==> config.mk <==
export PLATFORM = sky130hd
export DESIGN_NAME = can_id_filter_latest_frame_store
export DESIGN_NICKNAME = d
export VERILOG_FILES = /design/src/rtl/core/cidf_pkg.sv /design/src/rtl/core/can_id_filter_latest_frame_store.sv /design/src/rtl/core/cidf_ctrl.sv /design/src/rtl/core/cidf_dp.sv
export SDC_FILE = /design/constraint.sdc
export NUM_CORES = 2
export LEC_CHECK = 0
export BUFFER_PORTS_ARGS = -buffer_cell sky130_fd_sc_hd__buf_2
export CORE_ASPECT_RATIO = 1.4
export CORE_MARGIN = 2
export CORE_UTILIZATION = 55
export DETAILED_ROUTE_END_ITERATION = 12
export MAX_ROUTING_LAYER = met4
export PLACE_DENSITY = 0.8
export SLEW_MARGIN = 20
export SYNTH_ARGS = -nofsm -noshare
export SYNTH_HDL_FRONTEND = slang
export SYNTH_HIERARCHICAL = 1
export SYNTH_SLANG_ARGS = --single-unit
==> constraint.sdc <==
create_clock -name clk -period 33.6 [get_ports clk]
set_input_delay 1.68 -clock clk [delete_from_list [all_inputs] [get_ports clk]]
set_output_delay 1.68 -clock clk [all_outputs]
set_load 0.005 [all_outputs]
==> src/rtl/core/cidf_pkg.sv <==
// ----------------------------------------------------------------------------
// CAN ID filter package
// Shared widths, configuration register indexes and the command and status
// bundles that pass between the controller and the datapath.
// ----------------------------------------------------------------------------
`default_nettype none

package cidf_pkg;

	// Field widths of the item and result beats.
	localparam int ID_W       = 11;
	localparam int FRAME_ID_W = 29;
	localparam int LEN_W      = 4;
	localparam int DATA_W     = 64;
	localparam int TIME_W     = 64;
	localparam int TOTAL_W    = 32;
	localparam int MAXF_W     = 4;

	// Configuration port.
	localparam int CFG_IDX_W  = 2;
	localparam int CFG_DATA_W = 44;

	// Payload bytes per frame and filter IDs packed into one ID register.
	localparam int MAX_BYTES    = 8;
	localparam int IDS_PER_WORD = 4;

	// Action codes of an input item.
	localparam logic ACT_FRAME   = 1'b0;
	localparam logic ACT_COLLECT = 1'b1;

	// Configuration register indexes.
	localparam logic [CFG_IDX_W-1:0] CFG_FILTER_COUNT = 2'd0;
	localparam logic [CFG_IDX_W-1:0] CFG_IDS_LOW      = 2'd1;
	localparam logic [CFG_IDX_W-1:0] CFG_IDS_HIGH     = 2'd2;

	// Commands from the controller to the datapath.
	typedef struct packed {
		logic accept;      // item beat taken this cycle
		logic emit_slot;   // load result register from the scanned slot
		logic emit_empty;  // load result register with the not-valid result
		logic last;        // emitted slot closes the collect
	} cidf_cmd_t;

	// Status from the datapath to the controller.
	typedef struct packed {
		logic out_free;    // result register can take a new beat
		logic past_end;    // scan index reached the active slot count
		logic dirty_hit;   // scanned slot is dirty
		logic more_after;  // a dirty active slot lies above the scan index
		logic quota_done;  // emitted count reached the request limit
		logic quota_last;  // one more emission reaches the request limit
	} cidf_status_t;

endpackage

`default_nettype wire

==> src/rtl/core/can_id_filter_latest_frame_store.sv <==
// A received frame never stalls the input; the next item may follow in the next cycle.
// A collect walks the active slots (filter_count capped at SLOTS) one per cycle while the
// result register is free and emits each dirty slot as it is reached, up to max_frames
// capped at SLOTS; the input stalls after the collect beat until the walk has ended.
// Results leave through a result register, one beat per cycle when not stalled.
// Reset clears the configuration, dirty marks and frame counter at once; no clearing pass.
// ----------------------------------------------------------------------------
// CAN ID filter with latest-frame mailboxes
// Counts received frames, stores standard frames matching a configured ID in
// the lowest matching slot, and returns dirty slots on a collect request.
// ----------------------------------------------------------------------------
`default_nettype none

module can_id_filter_latest_frame_store #(
	parameter int SLOTS = 8
) (
	input  wire                                  clk,
	input  wire                                  arst_n,
	// Configuration write channel.
	input  wire                                  cfg_valid,
	output logic                                 cfg_ready,
	input  wire  [cidf_pkg::CFG_IDX_W-1:0]       cfg_index,
	input  wire  [cidf_pkg::CFG_DATA_W-1:0]      cfg_data,
	// Item channel.
	input  wire                                  in_valid,
	output logic                                 in_stall,
	input  wire                                  action,
	input  wire  [cidf_pkg::FRAME_ID_W-1:0]      frame_id,
	input  wire                                  extended_flag,
	input  wire  [cidf_pkg::LEN_W-1:0]           frame_length,
	input  wire  [cidf_pkg::DATA_W-1:0]          frame_data,
	input  wire  [cidf_pkg::TIME_W-1:0]          frame_time,
	input  wire  [cidf_pkg::MAXF_W-1:0]          max_frames,
	// Result channel.
	output logic                                 out_valid,
	input  wire                                  out_stall,
	output logic [cidf_pkg::ID_W-1:0]            out_id,
	output logic [cidf_pkg::LEN_W-1:0]           out_length,
	output logic [cidf_pkg::DATA_W-1:0]          out_data,
	output logic [cidf_pkg::TIME_W-1:0]          out_time,
	output logic                                 frame_valid,
	output logic                                 last_result,
	output logic [cidf_pkg::TOTAL_W-1:0]         received_total
);
	import cidf_pkg::*;

	localparam int IDX_W = (SLOTS > 1) ? $clog2(SLOTS) : 1;
	localparam int CNT_W = $clog2(SLOTS + 1);

	cidf_cmd_t        cmd;
	cidf_status_t     st;
	logic [CNT_W-1:0] scan_idx;
	logic [CNT_W-1:0] scan_cnt;

	// The user must write registers only while the block is idle; the block does not enforce it.
	assign cfg_ready = 1'b1;

	cidf_ctrl #(
		.CNT_W (CNT_W)
	) u_ctrl (
		.clk      (clk),
		.arst_n   (arst_n),
		.in_valid (in_valid),
		.action   (action),
		.in_stall (in_stall),
		.st       (st),
		.cmd      (cmd),
		.scan_idx (scan_idx),
		.scan_cnt (scan_cnt)
	);

	cidf_dp #(
		.SLOTS (SLOTS),
		.IDX_W (IDX_W),
		.CNT_W (CNT_W)
	) u_dp (
		.clk            (clk),
		.arst_n         (arst_n),
		.cfg_we         (cfg_valid && cfg_ready),
		.cfg_index      (cfg_index),
		.cfg_data       (cfg_data),
		.action         (action),
		.frame_id       (frame_id),
		.extended_flag  (extended_flag),
		.frame_length   (frame_length),
		.frame_data     (frame_data),
		.frame_time     (frame_time),
		.max_frames     (max_frames),
		.cmd            (cmd),
		.scan_idx       (scan_idx),
		.scan_cnt       (scan_cnt),
		.st             (st),
		.out_valid      (out_valid),
		.out_stall      (out_stall),
		.out_id         (out_id),
		.out_length     (out_length),
		.out_data       (out_data),
		.out_time       (out_time),
		.frame_valid    (frame_valid),
		.last_result    (last_result),
		.received_total (received_total)
	);

endmodule

`default_nettype wire

==> src/rtl/core/cidf_ctrl.sv <==
// ----------------------------------------------------------------------------
// CAN ID filter controller
// Takes item beats, tells the datapath which slot to emit and when a collect
// ends, and walks the slots one per cycle while the result register is free.
// ----------------------------------------------------------------------------
`default_nettype none

module cidf_ctrl #(
	parameter int CNT_W = 4
) (
	input  wire                    clk,
	input  wire                    arst_n,
	input  wire                    in_valid,
	input  wire                    action,
	output logic                   in_stall,
	input  cidf_pkg::cidf_status_t st,
	output cidf_pkg::cidf_cmd_t    cmd,
	output logic [CNT_W-1:0]       scan_idx,
	output logic [CNT_W-1:0]       scan_cnt
);
	import cidf_pkg::*;

	typedef enum logic {
		ST_IDLE,
		ST_SCAN
	} state_t;

	state_t           state_q;
	logic [CNT_W-1:0] idx_q;
	logic [CNT_W-1:0] cnt_q;

	assign scan_idx = idx_q;
	assign scan_cnt = cnt_q;

	// Items are taken only while no collect is being walked.
	assign in_stall = (state_q == ST_SCAN);

	// Commands for the current cycle.
	always_comb begin
		cmd = '0;
		unique case (state_q)
			ST_IDLE: begin
				cmd.accept = in_valid;
			end
			ST_SCAN: begin
				if (st.out_free) begin
					if (st.past_end || st.quota_done) begin
						cmd.emit_empty = 1'b1;
					end else if (st.dirty_hit) begin
						cmd.emit_slot = 1'b1;
						cmd.last      = !st.more_after || st.quota_last;
					end
				end
			end
			default: begin
				cmd = '0;
			end
		endcase
	end

	// State, scan index and emitted count.
	always_ff @(posedge clk or negedge arst_n) begin
		if (!arst_n) begin
			state_q <= ST_IDLE;
			idx_q   <= '0;
			cnt_q   <= '0;
		end else begin
			unique case (state_q)
				ST_IDLE: begin
					if (cmd.accept && action == ACT_COLLECT) begin
						state_q <= ST_SCAN;
						idx_q   <= '0;
						cnt_q   <= '0;
					end
				end
				ST_SCAN: begin
					if (cmd.emit_empty) begin
						state_q <= ST_IDLE;
					end else if (cmd.emit_slot) begin
						idx_q <= idx_q + CNT_W'(1);
						cnt_q <= cnt_q + CNT_W'(1);
						if (cmd.last) begin
							state_q <= ST_IDLE;
						end
					end else if (st.out_free) begin
						idx_q <= idx_q + CNT_W'(1);
					end
				end
				default: begin
					state_q <= ST_IDLE;
				end
			endcase
		end
	end

endmodule

`default_nettype wire

==> src/rtl/core/cidf_dp.sv <==
// ----------------------------------------------------------------------------
// CAN ID filter datapath
// Holds the filter configuration, the slot mailboxes with their dirty marks,
// the frame counter and the result register.
// ----------------------------------------------------------------------------
`default_nettype none

module cidf_dp #(
	parameter int SLOTS = 8,
	parameter int IDX_W = 3,
	parameter int CNT_W = 4
) (
	input  wire                                  clk,
	input  wire                                  arst_n,
	// Configuration writes.
	input  wire                                  cfg_we,
	input  wire  [cidf_pkg::CFG_IDX_W-1:0]       cfg_index,
	input  wire  [cidf_pkg::CFG_DATA_W-1:0]      cfg_data,
	// Item fields.
	input  wire                                  action,
	input  wire  [cidf_pkg::FRAME_ID_W-1:0]      frame_id,
	input  wire                                  extended_flag,
	input  wire  [cidf_pkg::LEN_W-1:0]           frame_length,
	input  wire  [cidf_pkg::DATA_W-1:0]          frame_data,
	input  wire  [cidf_pkg::TIME_W-1:0]          frame_time,
	input  wire  [cidf_pkg::MAXF_W-1:0]          max_frames,
	// Controller link.
	input  cidf_pkg::cidf_cmd_t                  cmd,
	input  wire  [CNT_W-1:0]                     scan_idx,
	input  wire  [CNT_W-1:0]                     scan_cnt,
	output cidf_pkg::cidf_status_t               st,
	// Result beat.
	output logic                                 out_valid,
	input  wire                                  out_stall,
	output logic [cidf_pkg::ID_W-1:0]            out_id,
	output logic [cidf_pkg::LEN_W-1:0]           out_length,
	output logic [cidf_pkg::DATA_W-1:0]          out_data,
	output logic [cidf_pkg::TIME_W-1:0]          out_time,
	output logic                                 frame_valid,
	output logic                                 last_result,
	output logic [cidf_pkg::TOTAL_W-1:0]         received_total
);
	import cidf_pkg::*;

	// Configuration registers.
	logic [MAXF_W-1:0]     count_q;
	logic [CFG_DATA_W-1:0] ids_low_q;
	logic [CFG_DATA_W-1:0] ids_high_q;

	// Slot mailboxes and marks.
	logic [LEN_W-1:0]  slot_len_q  [SLOTS];
	logic [DATA_W-1:0] slot_data_q [SLOTS];
	logic [TIME_W-1:0] slot_time_q [SLOTS];
	logic [SLOTS-1:0]  dirty_q;
	logic [TOTAL_W-1:0] frames_q;

	// Collect request limit.
	logic [CNT_W-1:0] max_q;

	// Result register.
	logic               out_valid_q;
	logic [ID_W-1:0]    out_id_q;
	logic [LEN_W-1:0]   out_len_q;
	logic [DATA_W-1:0]  out_data_q;
	logic [TIME_W-1:0]  out_time_q;
	logic               out_fv_q;
	logic               out_last_q;
	logic [TOTAL_W-1:0] out_total_q;

	logic [ID_W-1:0]   slot_id [SLOTS];
	logic [CNT_W-1:0]  n_active;
	logic [CNT_W-1:0]  maxf_clamp;
	logic [SLOTS-1:0]  hit;
	logic              found;
	logic [IDX_W-1:0]  win_idx;
	logic [LEN_W-1:0]  len_clamp;
	logic [DATA_W-1:0] data_masked;
	logic              cfg_known;
	logic              frame_take;
	logic              frame_store;
	logic [IDX_W-1:0]  rd_idx;

	// Filter IDs of each slot, four per ID register.
	for (genvar s = 0; s < SLOTS; s++) begin : g_id
		if (s < IDS_PER_WORD) begin : g_low
			assign slot_id[s] = ids_low_q[(s % IDS_PER_WORD) * ID_W +: ID_W];
		end else begin : g_high
			assign slot_id[s] = ids_high_q[(s % IDS_PER_WORD) * ID_W +: ID_W];
		end
	end

	// Active slot count and request limit, both capped at the slot count.
	assign n_active   = (count_q > MAXF_W'(SLOTS)) ? CNT_W'(SLOTS) : count_q[CNT_W-1:0];
	assign maxf_clamp = (max_frames > MAXF_W'(SLOTS)) ? CNT_W'(SLOTS)
		: max_frames[CNT_W-1:0];

	// Match the full identifier against each active slot; lowest slot wins.
	always_comb begin
		found   = 1'b0;
		win_idx = '0;
		for (int s = 0; s < SLOTS; s++) begin
			hit[s] = (CNT_W'(s) < n_active)
				&& (frame_id == {{(FRAME_ID_W-ID_W){1'b0}}, slot_id[s]});
		end
		for (int s = SLOTS - 1; s >= 0; s--) begin
			if (hit[s]) begin
				found   = 1'b1;
				win_idx = IDX_W'(s);
			end
		end
	end

	// Clamp the length and zero the bytes past it.
	assign len_clamp = (frame_length > LEN_W'(MAX_BYTES)) ? LEN_W'(MAX_BYTES) : frame_length;
	always_comb begin
		for (int b = 0; b < MAX_BYTES; b++) begin
			data_masked[b*8 +: 8] = (LEN_W'(b) < len_clamp) ? frame_data[b*8 +: 8] : 8'h00;
		end
	end

	assign frame_take  = cmd.accept && (action == ACT_FRAME);
	assign frame_store = frame_take && !extended_flag && found;
	assign cfg_known   = (cfg_index == CFG_FILTER_COUNT) || (cfg_index == CFG_IDS_LOW)
		|| (cfg_index == CFG_IDS_HIGH);
	assign rd_idx      = scan_idx[IDX_W-1:0];

	// Configuration registers.
	always_ff @(posedge clk or negedge arst_n) begin
		if (!arst_n) begin
			count_q    <= '0;
			ids_low_q  <= '0;
			ids_high_q <= '0;
		end else if (cfg_we) begin
			unique case (cfg_index)
				CFG_FILTER_COUNT: count_q    <= cfg_data[MAXF_W-1:0];
				CFG_IDS_LOW:      ids_low_q  <= cfg_data;
				CFG_IDS_HIGH:     ids_high_q <= cfg_data;
				default: begin
				end
			endcase
		end
	end

	// Dirty marks: cleared by any known register write, set on store,
	// cleared when the slot is emitted.
	always_ff @(posedge clk or negedge arst_n) begin
		if (!arst_n) begin
			dirty_q <= '0;
		end else if (cfg_we && cfg_known) begin
			dirty_q <= '0;
		end else begin
			if (frame_store) begin
				dirty_q[win_idx] <= 1'b1;
			end
			if (cmd.emit_slot) begin
				dirty_q[rd_idx] <= 1'b0;
			end
		end
	end

	// Frame counter and collect limit.
	always_ff @(posedge clk or negedge arst_n) begin
		if (!arst_n) begin
			frames_q <= '0;
			max_q    <= '0;
		end else begin
			if (frame_take) begin
				frames_q <= frames_q + TOTAL_W'(1);
			end
			if (cmd.accept && action == ACT_COLLECT) begin
				max_q <= maxf_clamp;
			end
		end
	end

	// Slot mailbox write.
	always_ff @(posedge clk) begin
		if (frame_store) begin
			slot_len_q[win_idx]  <= len_clamp;
			slot_data_q[win_idx] <= data_masked;
			slot_time_q[win_idx] <= frame_time;
		end
	end

	// Scan status.
	always_comb begin
		st.more_after = 1'b0;
		for (int j = 0; j < SLOTS; j++) begin
			if (CNT_W'(j) > scan_idx && CNT_W'(j) < n_active && dirty_q[j]) begin
				st.more_after = 1'b1;
			end
		end
		st.out_free   = !out_valid_q || !out_stall;
		st.past_end   = (scan_idx >= n_active);
		st.dirty_hit  = dirty_q[rd_idx];
		st.quota_done = (scan_cnt >= max_q);
		st.quota_last = ((scan_cnt + CNT_W'(1)) >= max_q);
	end

	// Result register valid.
	always_ff @(posedge clk or negedge arst_n) begin
		if (!arst_n) begin
			out_valid_q <= 1'b0;
		end else if (cmd.emit_slot || cmd.emit_empty) begin
			out_valid_q <= 1'b1;
		end else if (!out_stall) begin
			out_valid_q <= 1'b0;
		end
	end

	// Result register payload.
	always_ff @(posedge clk) begin
		if (cmd.emit_slot) begin
			out_id_q    <= slot_id[rd_idx];
			out_len_q   <= slot_len_q[rd_idx];
			out_data_q  <= slot_data_q[rd_idx];
			out_time_q  <= slot_time_q[rd_idx];
			out_fv_q    <= 1'b1;
			out_last_q  <= cmd.last;
			out_total_q <= frames_q;
		end else if (cmd.emit_empty) begin
			out_id_q    <= '0;
			out_len_q   <= '0;
			out_data_q  <= '0;
			out_time_q  <= '0;
			out_fv_q    <= 1'b0;
			out_last_q  <= 1'b1;
			out_total_q <= frames_q;
		end
	end

	assign out_valid      = out_valid_q;
	assign out_id         = out_id_q;
	assign out_length     = out_len_q;
	assign out_data       = out_data_q;
	assign out_time       = out_time_q;
	assign frame_valid    = out_fv_q;
	assign last_result    = out_last_q;
	assign received_total = out_total_q;

`ifndef SYNTHESIS
	// A result is loaded only when the previous beat has left.
	a_emit_free: assert property (@(posedge clk) disable iff (!arst_n)
		(cmd.emit_slot || cmd.emit_empty) |-> (!out_valid_q || !out_stall))
		else $error("result loaded over a pending beat");

	// Only a dirty slot is emitted, and its mark is gone afterwards.
	a_emit_dirty: assert property (@(posedge clk) disable iff (!arst_n)
		cmd.emit_slot |-> dirty_q[rd_idx])
		else $error("emitted slot was not dirty");

	a_emit_clears: assert property (@(posedge clk) disable iff (!arst_n)
		cmd.emit_slot |=> !dirty_q[$past(rd_idx)])
		else $error("emitted slot still dirty");

	// Every received frame advances the counter by exactly one.
	a_count: assert property (@(posedge clk) disable iff (!arst_n)
		frame_take |=> (frames_q == $past(frames_q) + TOTAL_W'(1)))
		else $error("frame counter did not advance");
`endif

endmodule

`default_nettype wire

### After elaboration in Yosys (flattened, before gate mapping)

Memories as Yosys holds them, arrays and structs flattened.
Cells that the tools add are included.

| storage, ports and cells | value |
|---|---|
| register bits | 323 |
| bits in writable memories | 1056 |
| bits of input ports | 218 |
| output and inout bits | 180 |
| logic and storage cells | 211 |
| memories kept | 3 |

Memory list:

| name | depth | width | read ports | clocked after memory_dff | write ports | RTL line | source |
|---|---|---|---|---|---|---|---|
| u_dp.slot_data_q | 8 | 64 | 1 | 0 | 1 | cidf_dp.sv:52 | `logic [DATA_W-1:0] slot_data_q [SLOTS];` |
| u_dp.slot_time_q | 8 | 64 | 1 | 0 | 1 | cidf_dp.sv:53 | `logic [TIME_W-1:0] slot_time_q [SLOTS];` |
| u_dp.slot_len_q | 8 | 4 | 1 | 0 | 1 | cidf_dp.sv:51 | `logic [LEN_W-1:0] slot_len_q [SLOTS];` |

| operators by class | value |
|---|---|
| add/sub/neg operators | 3 |
| magnitude comparators | 35 |
| eq/ne operators | 15 |
| multiplexer cells | 84 |
| bitwise logic cells | 6 |
| reduce and logical (&&, ||, !) cells | 48 |

Operators by type and width:

| operator | count |
|---|---|
| equality test 29 x 11 -> 1 bit | 8 |
| two-way mux 64 bit | 3 |
| two-way mux 8 bit | 12 |
| two-way mux 32 bit | 2 |
| two-way mux 11 bit | 4 |
| two-way mux 4 bit | 11 |
| two-way mux 1 bit | 35 |
| binary-select mux 11 bit (select 3 bit) | 1 |
| adder 32 x 1 -> 32 bit, second input constant | 1 |
| less-than comparator 3 x 4 -> 1 bit, first input constant | 8 |
| logical AND 1 bit | 31 |
| two-way mux 3 bit | 10 |
| greater-than comparator 3 x 4 -> 1 bit, first input constant | 4 |
| less-than comparator 1 x 4 -> 1 bit, first input constant | 4 |
| less-than comparator 2 x 4 -> 1 bit, first input constant | 4 |
| case mux 4 bit (2 select lines) | 2 |
| greater-or-equal comparator 4 bit | 3 |
| greater-than comparator 4 bit, second input constant | 3 |
| adder 4 x 1 -> 4 bit, second input constant | 2 |
| AND 8 bit | 1 |
| greater-than comparator 1 x 4 -> 1 bit, first input constant | 2 |
| greater-than comparator 2 x 4 -> 1 bit, first input constant | 2 |
| less-than comparator 3 x 4 -> 1 bit, second input constant | 2 |
| NOT 8 bit | 1 |
| other kinds (19) | 35 |

### Longest topological paths before layout

| logic depth | value |
|---|---|
| depth after elaboration | 23 |
| depth in mapped cells | 16 |
| mapped depth without buffers | 12 |

### Cells and area by module

The synthesis kept the hierarchy.

By module, submodules not included:

| module | instances | cells an instance | area an instance (µm²) |
|---|---|---|---|
| cidf_dp | 1 | 2737 | 53553.9 |
| cidf_ctrl | 1 | 49 | 509.2 |
| can_id_filter_latest_frame_store | 1 | 2 | 11.3 |

### Worst setup path after synthesis

Ideal clock, no wire load.

| timing | value |
|---|---|
| kind | in2reg |
| start | in frame_id[19] (netlist bit) |
| end | reg u_dp.dirty_q[2] |
| data arrival time | 14069 ps |
| setup slack | 19421 ps |
| cell stages on the path | 7 |
| buffers on the path | 1 |
| path through | or4_1 -> or4_1 -> buf_2 -> a21oi_1 -> nand2b_1 -> a211oi_1 -> o221a_1 |

| on the way | value |
|---|---|
| cells in the longest elaborated chain, start to end | 20 |
| elaborated cells on any way between the ends | 44 |
| classes of those cells | order compare: 2; eq/ne: 8; mux: 22; bitwise: 2; reduce/logical: 10 |

Ends and longest elaborated chain:

| element | RTL line | source |
|---|---|---|
| start, declared | can_id_filter_latest_frame_store.sv:28 | `input wire [cidf_pkg::FRAME_ID_W-1:0] frame_id,` |
| equality test 29 x 11 -> 1 bit | cidf_dp.sv:103 | `&& (frame_id == {{(FRAME_ID_W-ID_W){1'b0}}, slot_id[s]});` |
| logical AND 1 bit | cidf_dp.sv:103 |  |
| two-way mux 3 bit (8 in a row) | cidf_dp.sv:106 | `if (hit[s]) begin` |
| less-than comparator 3 x 4 -> 1 bit (not written as such) / greater-or-equal comparator 3 x 1 -> 1 bit (equally long branches) | cidf_dp.sv:153 | `dirty_q[win_idx] <= 1'b1;` |
| logical AND 1 bit (not written as such) | cidf_dp.sv:153 |  |
| two-way mux 1 bit (not written as such) | cidf_dp.sv:153 |  |
| demux 1 bit (select 3 bit) | - |  |
| OR 8 bit (no source line) | - |  |
| two-way mux 8 bit * | cidf_dp.sv:152 | `if (frame_store) begin` |
| two-way mux 8 bit * | cidf_dp.sv:149 | `end else if (cfg_we && cfg_known) begin` |
| AND 8 bit (no source line) | - |  |
| two-way mux 8 bit * | cidf_dp.sv:155 | `if (cmd.emit_slot) begin` |
| two-way mux 8 bit * | cidf_dp.sv:149 |  |
| end signal, assigned | cidf_dp.sv:148 | `dirty_q <= '0;` |
| end signal, assigned | cidf_dp.sv:150 | `dirty_q <= '0;` |
| end signal, assigned by index | cidf_dp.sv:156 | `dirty_q[rd_idx] <= 1'b0;` |
| end, declared | cidf_dp.sv:54 | `logic [SLOTS-1:0] dirty_q;` |

Every way passes the cells marked *; elsewhere a longest branch is shown, timed or not. The select of a mux whose other input is x is not followed.
A chain may end at the register's enable or synchronous reset.

==> key figures <==
Outcome
  • Status: completed

Layout
  • Fill cells: 6559
  • Fraction of layout cells with a size suffix above 1: 31.4%
  • Net count, final: 3437
  • Area Overhead vs Synth: 14.0%

STA
  • Setup_tns: 0 ns
  • Pin slew with the least headroom to its limit: 1.14 ns
  • Final hold violation count: 0
  • Maximum clock rate: 175 MHz
  • Setup Skew: 0.0325 ns
  • Fin crit period: 5.70 ns
  • Number of slew-limit violations in the final report: 0
  • Period utilization: 17.0%
  • Worst hold-check slack: 0.479 ns
  • Worst slew slack as a fraction of its limit: 24.2%
  • Final-report setup violation count: 0
  • Setup repair after global routing missed its margin: no

Floorplanning
  • Area enclosed by the die boundary: 101000 um2
  • Die width: 269 um
  • Initial core utilization: 55.3%
  • Number of placement rows: 136
  • Vertical die dimension: 375 um
  • Area of the placeable core: 97800 um2
  • Number of primary I/O pins: 398

Power and ir drop
  • Worst voltage drop across the vdd grid: 0.0000541 V
  • Power density cells: 67.1 nW/um2
  • Leakage Power: 20.5 nW
  • Tot Pwr: 4.14 mW

Global routing
  • Global-route wire length before repair: 182000 um
  • Number of global-route vias before repair: 28500
  • GRT Total Usage: 25.5%
  • Total congestion overflow after global routing: 0
  • Antenna violations before repair: 9
  • Pin count of the biggest net entering global routing: 145

Clock tree
  • Clock sinks: 1379
  • CTS tree: done
  • Buffer depth of the longest clock path: 3
  • Number of gates given a new drive strength after cts: 0
  • Clock transition at the registers of the reported paths: 0.07 ns
  • H-tree level count: 3
  • Clk_lat worst skew: 0.73 ns
  • Total of hold buffers inserted after clock tree synthesis: 0
  • TritonCTS buffer count: 121
  • Buffers inserted during post-CTS setup optimization: 0
  • Clk root buf: clkbuf_16

Synthesis
  • Most used flip-flop cell after synthesis: edfxtp_1
  • Cell taking the most area after synthesis: edfxtp_1
  • Syn Std Cell Area: 54100 um2
  • Cell with the most instances after synthesis: edfxtp_1
  • Yosys warnings: 6
  • #FFs+latches synth: 1379
  • Async SR Flop Fraction: 10.6%
  • Fraction of post-synthesis cell area in the top cell type by area: 68.4%
  • Top cells by instance count after synthesis: edfxtp_1 (1232), nand2_1 (323), mux4_2 (288)
  • Average cell area after synthesis: 19.4 um2
  • Number of cells produced by synthesis: 2788
  • Synth Net Count: 3022
  • Sequential element share of the synthesized area: 75.2%
  • Cells taking the most area after synthesis: edfxtp_1 (68%), mux4_2 (12%), dfrtp_1 (6.8%), nand2_1 (2.2%), a21boi_0 (2.0%)
  • Count of flip-flops with a built-in enable after synthesis: 1232
  • Number of distinct library cell variants in the gate-level netlist after synthesis: 61

Placed design
  • Number of buffers added on ports: 396
  • Last weighted congestion value of the routability-driven placer: 0.889
  • Final HPWL DP: 69800 um

Setup path
  • WS Path Type: reg -> reg
  • Worst r2r path cells: 12
  • R2R Path End: u_dp/out_time[40]$_SDFFCE_PN0P_
  • Slack of the worst reg-to-reg path: 27.90 ns
  • Top fanout value on the critical path: 56
  • Signal arrival time at the worst endpoint: 6.03 ns
  • Worst r2r src: u_ctrl/scan_idx[0]$_DFFE_PN0P_
  • Data required time of the critical path: 33.93 ns
  • Crit. End Element: flip-flop
  • Crit path launch type: flip-flop

Routing
  • Initial DRC count: 2603
  • Number of optimization iterations in the first detailed-route pass: 5
  • Per-cell routed wire length: 26.7 um
  • Via density: 5.99
  • Final WL: 123000 um
  • Remaining antenna violation count: 0
  • DRC errors left: 0
  • Total number of vias: 27700

Hold path
  • Hold path endpoint: u_dp/frame_valid$_SDFFE_PP1P_
  • Worst Hold Class: reg -> reg
  • Hold-critical path depth: 1
  • Startpoint of the tightest hold check path: u_dp/frame_valid$_SDFFE_PP1P_

Run
  • Max-capacitance violation count: 0
==> cell families after synthesis <==
logic type	count (synthesis)	share of synthesized area, %
xor gates and xnor gates	122	1.98
other	1	0.00693
muxes	383	14.0
DFF	1379	75.2
and+or+nand+nor	531	4.64
adders and majority gates	16	0.370
buffers and inverters	154	1.12
AOI/OAI and AO/OA	202	2.71
==> layout by cell type (no fill, tap or decap), types with 17 or more instances in the layout <==
cell / netlist / routed
a21boi_0: 143 / 143
buf_2: 12 / 395
buf_4: 1 / 35
clkbuf_1: 84 / 18
clkbuf_16: 0 / 123
clkinv_2: 0 / 27
dfrtp_1: 146 / 143
edfxtp_1: 1232 / 1232
mux2_2: 94 / 94
mux4_2: 288 / 288
nand2_1: 323 / 323
nand3_1: 26 / 26
nand4_1: 17 / 17
nor2_1: 19 / 18
nor2b_1: 68 / 67
xnor2_1: 73 / 73
xor2_1: 49 / 49
==> state kept, by name (all words and copies together), names as in the netlist, 8 cells and up <==
signal and count:
u_dp/dirty_q 8, u_dp/frames_q 32, u_dp/ids_high_q 44, u_dp/ids_low_q 44, u_dp/out_data 64, u_dp/out_id 11
u_dp/out_time 64, u_dp/received_total 32, u_dp/slot_data_q 512, u_dp/slot_len_q 32, u_dp/slot_time_q 512
==> per-layer routing <==
metal  GRT usage [%]  part of all wire, %  wire, um  up-vias
met1            32.7                   39     47800    14400
met5               -                    0         0        -
met2            42.7                   52     63900     1280
met4            8.17                  2.6      3190        0
met3            3.31                  6.8      8360      202
li1                -                    -         -    11800
==> per-stage QoR <==
stage	area (um2)	std cells	setup WS (ns)	utilization (%)
2_1_floorplan	54100	2788	19.42	-
3_3_place_gp	57500	4391	27.77	58.8
3_5_place_dp	57500	4391	27.75	58.8
4_1_cts	61700	4619	27.80	63.0
5_1_grt	61700	4624	27.43	63.0
6_report	61700	4624	27.90	63.0
==> how the worst max path moves through the flow <==
stage                                               from                           endpoint  slack (ns)  depth (start not counted)
final                     u_ctrl/scan_idx[0]$_DFFE_PN0P_    u_dp/out_time[40]$_SDFFCE_PN0P_       27.90                         12
after CTS                 u_ctrl/scan_idx[0]$_DFFE_PN0P_    u_dp/out_time[31]$_SDFFCE_PN0P_       27.80                         12
after detailed placement                    frame_id[19]  u_dp/slot_time_q[5][14]$_DFFE_PP_       27.75                          8
after floorplan                             frame_id[19]          u_dp/dirty_q[2]$_DFF_PN0_       19.42                          7
after global routing      u_ctrl/scan_idx[0]$_DFFE_PN0P_    u_dp/out_time[31]$_SDFFCE_PN0P_       27.43                         12
after global placement                      frame_id[19]  u_dp/slot_time_q[5][12]$_DFFE_PP_       27.77                          8
==> worst max-delay path, stage by stage (launching register included) <==
cell	delay, ns
dfrtp_4	1.02
inv_1	0.19
ha_1	0.33
nand2b_1	0.14
a21oi_1	0.14
nor2b_1	0.06
o21ai_0	0.14
nand2b_1	0.11
and4bb_4	0.38
and2_4	0.60
or2_4	0.57
buf_4	0.86
buf_4	0.67
==> power by group <==
part           leakage, nW  switching [mW]  internal, mW
clock                 1.98           0.615         0.800
sequential            12.8          0.0795          1.97
combinational         5.74           0.343         0.325
==> area by class of cell <==
class | instances | area (um2) | share of cell area [%]
flip-flops and latches | 1379 | 40700 | 66.0
clock buffers | 145 | 3200 | 5.19
repair buffers | 435 | 2320 | 3.77
multi-input cells | 1255 | 12900 | 20.9
well taps | 1311 | 1640 | 2.66
clock inverters | 83 | 902 | 1.46
inverters | 11 | 46.3 | 0.0751
diodes | 5 | 12.5 | 0.0203
Note: power is estimated with default switching activity, not from simulation.
